==> src/rtl/bdq_pkg.sv <==
package bdq_pkg;

    // Defaults for the top-level parameters
    localparam int DEF_CAPACITY  = 16;
    localparam int DEF_NAME_BITS = 64;

    // Fixed port widths
    localparam int OP_W        = 3;
    localparam int NAME_PORT_W = 64;
    localparam int ID_W        = 32;
    localparam int STAT_W      = 2;

    // Operation codes
    localparam logic [OP_W-1:0] OP_PUSH_FRONT = 3'd0;
    localparam logic [OP_W-1:0] OP_PUSH_REAR  = 3'd1;
    localparam logic [OP_W-1:0] OP_POP_FRONT  = 3'd2;
    localparam logic [OP_W-1:0] OP_POP_REAR   = 3'd3;
    localparam logic [OP_W-1:0] OP_DUMP_FWD   = 3'd4;
    localparam logic [OP_W-1:0] OP_DUMP_BWD   = 3'd5;

    // Result status codes
    localparam logic [STAT_W-1:0] STAT_OK    = 2'd0;
    localparam logic [STAT_W-1:0] STAT_EMPTY = 2'd1;
    localparam logic [STAT_W-1:0] STAT_FULL  = 2'd2;

    // Commands from controller to datapath
    typedef struct packed {
        logic              push_front;
        logic              push_rear;
        logic              pop_front;
        logic              pop_rear;
        logic              dump_fwd;
        logic              dump_bwd;
        logic              dump_rd;
        logic              dump_adv;
        logic              out_mem;
        logic              out_stat;
        logic              out_last;
        logic [STAT_W-1:0] stat_code;
    } dp_cmd_t;

    // Status from datapath to controller
    typedef struct packed {
        logic empty;
        logic full;
        logic dump_end;
        logic out_busy;
    } dp_stat_t;

endpackage

==> src/rtl/bounded_deque_with_dump_unit.sv <==
// Bounded double-ended queue of CAPACITY entries (name tag of NAME_BITS bits plus a
// 32-bit id) kept in a ring buffer in one registered-read RAM. Opcodes push or pop at
// either end, or dump all entries front-to-rear or rear-to-front with m_last on the
// final result. Pushes and status-only results (full, empty) appear in the cycle after
// the transfer; a pop first reads the RAM, then loads the result register; a dump
// reads each stored entry from the RAM in turn and loads it once the result register
// is free. One item is in work at a time: s_ready rises again once the item's last
// result has been taken, so the rate is bounded by the RAM read and the single result
// register. Opcodes 6 and 7 are accepted and dropped without a result. Names are
// stored truncated to NAME_BITS and returned zero-extended.
module bounded_deque_with_dump_unit
    import bdq_pkg::*;
#(
    parameter int CAPACITY  = DEF_CAPACITY,
    parameter int NAME_BITS = DEF_NAME_BITS
) (
    input  logic                   aclk,
    input  logic                   aresetn,
    input  logic                   s_valid,
    output logic                   s_ready,
    input  logic [OP_W-1:0]        s_opcode,
    input  logic [NAME_PORT_W-1:0] s_entry_name,
    input  logic signed [ID_W-1:0] s_entry_id,
    output logic                   m_valid,
    input  logic                   m_ready,
    output logic [STAT_W-1:0]      m_status,
    output logic [NAME_PORT_W-1:0] m_out_name,
    output logic signed [ID_W-1:0] m_out_id,
    output logic                   m_last
);

    dp_cmd_t  cmd;
    dp_stat_t stat;

    bdq_ctrl u_ctrl (
        .aclk     (aclk),
        .aresetn  (aresetn),
        .s_valid  (s_valid),
        .s_opcode (s_opcode),
        .stat     (stat),
        .s_ready  (s_ready),
        .cmd      (cmd)
    );

    bdq_dp #(
        .CAPACITY  (CAPACITY),
        .NAME_BITS (NAME_BITS)
    ) u_dp (
        .aclk         (aclk),
        .aresetn      (aresetn),
        .cmd          (cmd),
        .stat         (stat),
        .s_entry_name (s_entry_name),
        .s_entry_id   (s_entry_id),
        .m_valid      (m_valid),
        .m_ready      (m_ready),
        .m_status     (m_status),
        .m_out_name   (m_out_name),
        .m_out_id     (m_out_id),
        .m_last       (m_last)
    );

`ifndef ASSERT_OFF
    // Never overwrite a result that has not been transferred
    a_no_overwrite: assert property (@(posedge aclk) disable iff (!aresetn)
        (cmd.out_mem || cmd.out_stat) |-> !stat.out_busy)
        else $error("result register loaded while still occupied");

    // A push always answers in the next cycle with a final result
    a_push_answer: assert property (@(posedge aclk) disable iff (!aresetn)
        (s_valid && s_ready && (s_opcode == OP_PUSH_FRONT || s_opcode == OP_PUSH_REAR))
        |=> (m_valid && m_last))
        else $error("push did not produce a final result");

    // Error results are always the only result of their item
    a_err_last: assert property (@(posedge aclk) disable iff (!aresetn)
        (m_valid && m_status != STAT_OK) |-> m_last)
        else $error("error status without last");

    // Full and empty cannot hold together
    a_full_empty: assert property (@(posedge aclk) disable iff (!aresetn)
        !(stat.full && stat.empty))
        else $error("queue reported both full and empty");
`endif

endmodule

==> src/rtl/bdq_ram.sv <==
module bdq_ram #(
    parameter int WIDTH = 8,
    parameter int DEPTH = 16
) (
    input  logic                     aclk,
    input  logic                     we,
    input  logic [$clog2(DEPTH)-1:0] waddr,
    input  logic [WIDTH-1:0]         wdata,
    input  logic                     re,
    input  logic [$clog2(DEPTH)-1:0] raddr,
    output logic [WIDTH-1:0]         rdata
);

    logic [WIDTH-1:0] mem [DEPTH];

    // Write port and registered read port
    always_ff @(posedge aclk) begin
        if (we) begin
            mem[waddr] <= wdata;
        end
        if (re) begin
            rdata <= mem[raddr];
        end
    end

endmodule

==> src/rtl/bdq_ctrl.sv <==
module bdq_ctrl
    import bdq_pkg::*;
(
    input  logic            aclk,
    input  logic            aresetn,
    input  logic            s_valid,
    input  logic [OP_W-1:0] s_opcode,
    input  dp_stat_t        stat,
    output logic            s_ready,
    output dp_cmd_t         cmd
);

    localparam logic [1:0] ST_IDLE     = 2'd0;
    localparam logic [1:0] ST_POP      = 2'd1;
    localparam logic [1:0] ST_DUMP_RD  = 2'd2;
    localparam logic [1:0] ST_DUMP_OUT = 2'd3;

    logic [1:0] state_reg;
    logic [1:0] state_next;
    logic       accept;

    // Take a new item only when idle and the result register is free
    assign s_ready = (state_reg == ST_IDLE) && !stat.out_busy;
    assign accept  = s_valid && s_ready;

    // Decode operations and sequence pops and dumps
    always_comb begin
        cmd        = '0;
        state_next = state_reg;
        case (state_reg)
            ST_IDLE: begin
                if (accept) begin
                    case (s_opcode)
                        OP_PUSH_FRONT, OP_PUSH_REAR: begin
                            cmd.out_stat = 1'b1;
                            cmd.out_last = 1'b1;
                            if (stat.full) begin
                                cmd.stat_code = STAT_FULL;
                            end else begin
                                cmd.stat_code  = STAT_OK;
                                cmd.push_front = (s_opcode == OP_PUSH_FRONT);
                                cmd.push_rear  = (s_opcode == OP_PUSH_REAR);
                            end
                        end
                        OP_POP_FRONT, OP_POP_REAR: begin
                            if (stat.empty) begin
                                cmd.out_stat  = 1'b1;
                                cmd.out_last  = 1'b1;
                                cmd.stat_code = STAT_EMPTY;
                            end else begin
                                cmd.pop_front = (s_opcode == OP_POP_FRONT);
                                cmd.pop_rear  = (s_opcode == OP_POP_REAR);
                                state_next    = ST_POP;
                            end
                        end
                        OP_DUMP_FWD, OP_DUMP_BWD: begin
                            if (stat.empty) begin
                                cmd.out_stat  = 1'b1;
                                cmd.out_last  = 1'b1;
                                cmd.stat_code = STAT_EMPTY;
                            end else begin
                                cmd.dump_fwd = (s_opcode == OP_DUMP_FWD);
                                cmd.dump_bwd = (s_opcode == OP_DUMP_BWD);
                                state_next   = ST_DUMP_RD;
                            end
                        end
                        default: begin
                            // unused opcodes are dropped
                        end
                    endcase
                end
            end
            ST_POP: begin
                cmd.out_mem  = 1'b1;
                cmd.out_last = 1'b1;
                state_next   = ST_IDLE;
            end
            ST_DUMP_RD: begin
                cmd.dump_rd = 1'b1;
                state_next  = ST_DUMP_OUT;
            end
            ST_DUMP_OUT: begin
                // wait for the result register, then advance or finish
                if (!stat.out_busy) begin
                    cmd.out_mem  = 1'b1;
                    cmd.out_last = stat.dump_end;
                    if (stat.dump_end) begin
                        state_next = ST_IDLE;
                    end else begin
                        cmd.dump_adv = 1'b1;
                        state_next   = ST_DUMP_RD;
                    end
                end
            end
            default: begin
                state_next = ST_IDLE;
            end
        endcase
    end

    always_ff @(posedge aclk) begin
        if (!aresetn) begin
            state_reg <= ST_IDLE;
        end else begin
            state_reg <= state_next;
        end
    end

endmodule

==> src/rtl/bdq_dp.sv <==
module bdq_dp
    import bdq_pkg::*;
#(
    parameter int CAPACITY  = DEF_CAPACITY,
    parameter int NAME_BITS = DEF_NAME_BITS
) (
    input  logic                     aclk,
    input  logic                     aresetn,
    input  dp_cmd_t                  cmd,
    output dp_stat_t                 stat,
    input  logic [NAME_PORT_W-1:0]   s_entry_name,
    input  logic signed [ID_W-1:0]   s_entry_id,
    output logic                     m_valid,
    input  logic                     m_ready,
    output logic [STAT_W-1:0]        m_status,
    output logic [NAME_PORT_W-1:0]   m_out_name,
    output logic signed [ID_W-1:0]   m_out_id,
    output logic                     m_last
);

    localparam int IDX_W   = $clog2(CAPACITY);
    localparam int CNT_W   = $clog2(CAPACITY + 1);
    localparam int ENTRY_W = NAME_BITS + ID_W;

    localparam logic [IDX_W:0]   SUM_CAP = (IDX_W + 1)'(CAPACITY);
    localparam logic [IDX_W-1:0] IDX_TOP = IDX_W'(CAPACITY - 1);
    localparam logic [CNT_W-1:0] CNT_CAP = CNT_W'(CAPACITY);

    logic [IDX_W-1:0] front_reg, front_next;
    logic [CNT_W-1:0] count_reg, count_next;
    logic [IDX_W-1:0] idx_reg, idx_next;
    logic             bwd_reg, bwd_next;

    logic                   m_valid_reg, m_valid_next;
    logic [STAT_W-1:0]      status_reg, status_next;
    logic [NAME_PORT_W-1:0] name_reg, name_next;
    logic [ID_W-1:0]        id_reg, id_next;
    logic                   last_reg, last_next;

    logic [IDX_W-1:0]   front_dec;
    logic [CNT_W-1:0]   cnt_m1;
    logic [CNT_W-1:0]   back_off;
    logic               ram_we, ram_re;
    logic [IDX_W-1:0]   ram_waddr, ram_raddr;
    logic [ENTRY_W-1:0] ram_wdata, ram_rdata;

    // Ring position: (base + off) mod CAPACITY, both below CAPACITY
    function automatic logic [IDX_W-1:0] slot_add(input logic [IDX_W-1:0] base,
                                                  input logic [IDX_W-1:0] off);
        logic [IDX_W:0] sum;
        sum = {1'b0, base} + {1'b0, off};
        if (sum >= SUM_CAP) begin
            sum = sum - SUM_CAP;
        end
        return sum[IDX_W-1:0];
    endfunction

    assign front_dec = (front_reg == '0) ? IDX_TOP : front_reg - IDX_W'(1);
    assign cnt_m1    = count_reg - CNT_W'(1);
    assign back_off  = cnt_m1 - CNT_W'(idx_reg);

    assign stat.empty    = (count_reg == '0);
    assign stat.full     = (count_reg >= CNT_CAP);
    assign stat.dump_end = (CNT_W'(idx_reg) == cnt_m1);
    assign stat.out_busy = m_valid_reg;

    // Store access
    assign ram_we    = cmd.push_front || cmd.push_rear;
    assign ram_waddr = cmd.push_front ? front_dec
                                      : slot_add(front_reg, count_reg[IDX_W-1:0]);
    assign ram_wdata = {s_entry_name[NAME_BITS-1:0], s_entry_id};
    assign ram_re    = cmd.pop_front || cmd.pop_rear || cmd.dump_rd;

    always_comb begin
        if (cmd.pop_front) begin
            ram_raddr = front_reg;
        end else if (cmd.pop_rear) begin
            ram_raddr = slot_add(front_reg, cnt_m1[IDX_W-1:0]);
        end else if (bwd_reg) begin
            ram_raddr = slot_add(front_reg, back_off[IDX_W-1:0]);
        end else begin
            ram_raddr = slot_add(front_reg, idx_reg);
        end
    end

    bdq_ram #(
        .WIDTH (ENTRY_W),
        .DEPTH (CAPACITY)
    ) u_ram (
        .aclk  (aclk),
        .we    (ram_we),
        .waddr (ram_waddr),
        .wdata (ram_wdata),
        .re    (ram_re),
        .raddr (ram_raddr),
        .rdata (ram_rdata)
    );

    // Advance ring pointers and the dump walk
    always_comb begin
        front_next = front_reg;
        count_next = count_reg;
        idx_next   = idx_reg;
        bwd_next   = bwd_reg;
        if (cmd.push_front) begin
            front_next = front_dec;
        end
        if (cmd.pop_front) begin
            front_next = slot_add(front_reg, IDX_W'(1));
        end
        if (cmd.push_front || cmd.push_rear) begin
            count_next = count_reg + CNT_W'(1);
        end
        if (cmd.pop_front || cmd.pop_rear) begin
            count_next = cnt_m1;
        end
        if (cmd.dump_fwd || cmd.dump_bwd) begin
            idx_next = '0;
            bwd_next = cmd.dump_bwd;
        end
        if (cmd.dump_adv) begin
            idx_next = idx_reg + IDX_W'(1);
        end
    end

    // Load the result register, drop it once the transfer completes
    always_comb begin
        m_valid_next = m_valid_reg;
        status_next  = status_reg;
        name_next    = name_reg;
        id_next      = id_reg;
        last_next    = last_reg;
        if (m_valid_reg && m_ready) begin
            m_valid_next = 1'b0;
        end
        if (cmd.out_stat) begin
            m_valid_next = 1'b1;
            status_next  = cmd.stat_code;
            name_next    = '0;
            id_next      = '0;
            last_next    = cmd.out_last;
        end else if (cmd.out_mem) begin
            m_valid_next               = 1'b1;
            status_next                = STAT_OK;
            name_next                  = '0;
            name_next[NAME_BITS-1:0]   = ram_rdata[ENTRY_W-1:ID_W];
            id_next                    = ram_rdata[ID_W-1:0];
            last_next                  = cmd.out_last;
        end
    end

    always_ff @(posedge aclk) begin
        if (!aresetn) begin
            front_reg   <= '0;
            count_reg   <= '0;
            m_valid_reg <= 1'b0;
        end else begin
            front_reg   <= front_next;
            count_reg   <= count_next;
            m_valid_reg <= m_valid_next;
        end
    end

    always_ff @(posedge aclk) begin
        idx_reg    <= idx_next;
        bwd_reg    <= bwd_next;
        status_reg <= status_next;
        name_reg   <= name_next;
        id_reg     <= id_next;
        last_reg   <= last_next;
    end

    assign m_valid    = m_valid_reg;
    assign m_status   = status_reg;
    assign m_out_name = name_reg;
    assign m_out_id   = signed'(id_reg);
    assign m_last     = last_reg;

endmodule

==> config.mk <==
export PLATFORM = sky130hd
export DESIGN_NAME = bounded_deque_with_dump_unit
export DESIGN_NICKNAME = d
export VERILOG_FILES = /design/src/rtl/bdq_pkg.sv /design/src/rtl/bounded_deque_with_dump_unit.sv /design/src/rtl/bdq_ram.sv /design/src/rtl/bdq_ctrl.sv /design/src/rtl/bdq_dp.sv
export SDC_FILE = /design/constraint.sdc
export NUM_CORES = 2
export LEC_CHECK = 0
export ABC_AREA = 1
export BUFFER_PORTS_ARGS = -buffer_cell sky130_fd_sc_hd__buf_4
export CAP_MARGIN = 20
export CORE_ASPECT_RATIO = 0.9
export CORE_UTILIZATION = 62
export DETAILED_ROUTE_END_ITERATION = 6
export PLACE_DENSITY = 0.82
export SYNTH_ARGS = -nofsm -noshare
export SYNTH_HDL_FRONTEND = slang
export SYNTH_SLANG_ARGS = --single-unit
==> constraint.sdc <==
create_clock -name aclk -period 8.1 [get_ports aclk]
set_clock_uncertainty 0.2 [all_clocks]
set_input_delay 0.405 -clock aclk [delete_from_list [all_inputs] [get_ports aclk]]
set_output_delay 0.405 -clock aclk [all_outputs]
set_load 0.005 [all_outputs]
==> results.md <==
- Worst endpoint required time: 8410 ps
- Synth warnings: 0
- Vias: 48200
- Ys flop type: edfxtp_1
- CTS Sinks: 1748
- Max-cap violation count: 0
- Sw Pwr: 5220 uW
- Hold Fails Final Rpt: 0
- RSZ-0062 raised after global routing: no
- Finished Layout Cells: 7820
- Ys async rst share: 0
- Clock share of power: 0.384
- Die width: 359 um
- Sequential share of power: 0.492
- Synth-to-layout area growth: 12.7%
- GRT Overall Usage: 0.304
- Post-layout net count: 6311
- Gr ovfl total: 0
- H-tree levels: 4
- Post-route clock period utilization: 0.751
- Syn_area_per_cell: 11.8 sq um
- Row cnt: 117
- Number of port buffers: 203
- Critical Setup Path Class: reg2reg
- DRC violations left: 0
- Post-synthesis register bit count: 1748
- Commonest non-fill, non-tap cell in the layout: edfxtp_1
- Post-CTS setup buffers: 0
- Placed cell count: 7407
- Starting DRT DRC Count: 6401
- Reg clk slew, reported paths: 70 ps
- Worst-Skew Late Latency: 790 ps
- Internal: 15300 uW
- CTS Buffer Depth: 3
- Slew Viols, Final: 0
- CTS root buf: clkbuf_16
- Core box area: 113000 sq um
- First-pass GRT wire length: 269 mm
- Sequential share of the synthesized area: 0.722
- Setup TNS: 0 ps
- Number of flops mapped to enable cells by yosys: 1640
- Die footprint: 116000 sq um
- Initial antenna violation count: 14
- Number of routed nets with antenna violations: 0
- Synth cell types: 38
- Syn Nets: 6168
- Die Span Y: 323 um
- CP Capture Type: flop
- Largest net degree at the start of global routing: 235
- I/O pins: 204
- TritonCTS clock tree: done
- Max FFs per register: 1536
- Crit start category: flop
- Power per standard cell area: 256 nW/um^2
- Worst-Margin Slew: 1170 ps
- Max IR drop VDD: 211 uV
- Drt first pass iters: 7
- Post-DP HPWL: 83.9 mm
- CTS Buf Count: 164
- Final setup violation count: 0
- Critical path fanouts, max: 59
- Min-Delay Path Class: in2reg
- Drt total wl: 178 mm
- Comb pwr share: 0.124
- Status: finished, final reports clean
- Minimum clock period after layout: 6080 ps
- Vias in the first global route: 46500
- Sw frac: 0.254
- Post-DR wirelength/cell: 22.8 um
- Relative slew slack: 0.219
- Initial Util: 0.627
- Worst Path Arrival: 6390 ps
- Vias/cell: 6.16
- Placer Congestion: 0.819
- Cells after synthesis: 6047
- Commonest cells after routing, fill and taps aside: 1640 x edfxtp_1, 1584 x nand2_1, 533 x inv_1, 486 x a21oi_1, 398 x o21ai_0
- Leak: 0.0298 uW
- F_max: 0.164 GHz
- Mapped cell area: 71200 sq um
- Share of cells above drive strength 1: 0.0871
- Largest reg by FF count: u_dp.u_ram.mem
- Final core utilization: 0.707
routing by layer:
metal / vias up / track usage / wire (um)
met5: - / 0 / 125
met3: 495 / 0.0620 / 20300
met1: 23100 / 0.394 / 65300
met4: 20 / 0.124 / 5980
met2: 3107 / 0.506 / 86400
li1: 21500 / - / -
power by group through the flow:
stage | sequential (uW) | combinational, uW | clock, uW
finish | 10100 | 2540 | 7870
global route | 10100 | 2800 | 8240
CTS | 10100 | 2500 | 7900
detailed placement | 10300 | 2420 | 0
global placement | 10300 | 2320 | 0
floorplan | 10300 | 1670 | 0
critical path: stages, from the launching register on:
cell and delay [ps]:
dfxtp_1 500, inv_1 140, ha_1 270, xnor2_1 240, inv_1 110, ha_1 360, xor2_1 160, nand2_1 70
o211ai_1 90, o21ai_0 120, ha_1 330, nand2_1 70, nand2_1 40, a31oi_1 180, inv_1 70, nand3_1 150
nand3_1 140, nand2_4 720, nand2_4 880, buf_4 650, nand2_1 170, nand2_1 80
final cells by class:
type	instances	area (sq um)
clock inverters	96	1140
clock buffers	208	4370
repair buffers	367	3210
multi-input cells	3372	16200
fillers	7068	33200
well taps	1487	1860
inverters	537	2040
diodes	5	12.5
flip-flops and latches	1748	51400
kinds of logic after synthesis:
kind of cell	after synthesis	synth area share
flops	1748	0.722
xor+xnor	11	0.00135
buf+inv	927	0.0532
compound gates	1385	0.112
fa+ha+maj	18	0.00348
simple gates	1958	0.108
Yosys cell counts, types with 2 or more instances:
cell	number	area (sq um)
dfxtp_1	108	2160
o21ai_1	98	490
edfxtp_1	1640	49200
ha_1	15	188
o211ai_1	389	2920
a211oi_1	3	22.5
clkbuf_1	156	586
buf_2	174	871
fa_1	3	60.1
inv_1	534	2000
inv_2	2	7.51
buf_4	21	158
nand2_4	3	33.8
nor3_1	2	10.0
o21ai_0	398	1990
xor2_1	8	70.1
a21oi_1	486	2430
nor2_2	3	18.8
buf_1	38	143
a31oi_1	6	37.5
xnor2_1	3	26.3
nand3_2	2	20.0
nor2_1	137	514
nand4_1	2	12.5
nand2_1	1587	5960
nand3_1	217	1090
stage by stage:
step	total power [uW]	hold WS, ps	setup WS [ps]	cell area [sq um]
6_report	20500	234	2020	80200
3_5_place_dp	12700	254	2260	73600
2_1_floorplan	12000	257	1690	71200
5_1_grt	21200	256	1720	80200
4_1_cts	20500	198	2160	80200
3_3_place_gp	12600	249	2390	73600
worst paths after layout:
path,cells past startpoint,startpoint,end,slack (ps)
setup / recovery,21,u_dp.count_reg[0],u_dp.u_ram.rdata[47],2020
hold / removal,4,aresetn,u_dp.count_reg[3],230
setup reg to reg,21,u_dp.count_reg[0],u_dp.u_ram.rdata[47],2020
hold reg to reg,2,u_dp.m_out_id[0],u_dp.m_out_id[0],260
what timing repair did:
action	in CTS	in global routing
setup endpoints to repair	0	0
resized for setup	0	0
hold endpoints to repair	1551	0
hold buffers	102	0
Power figures use the tool's default switching activity.
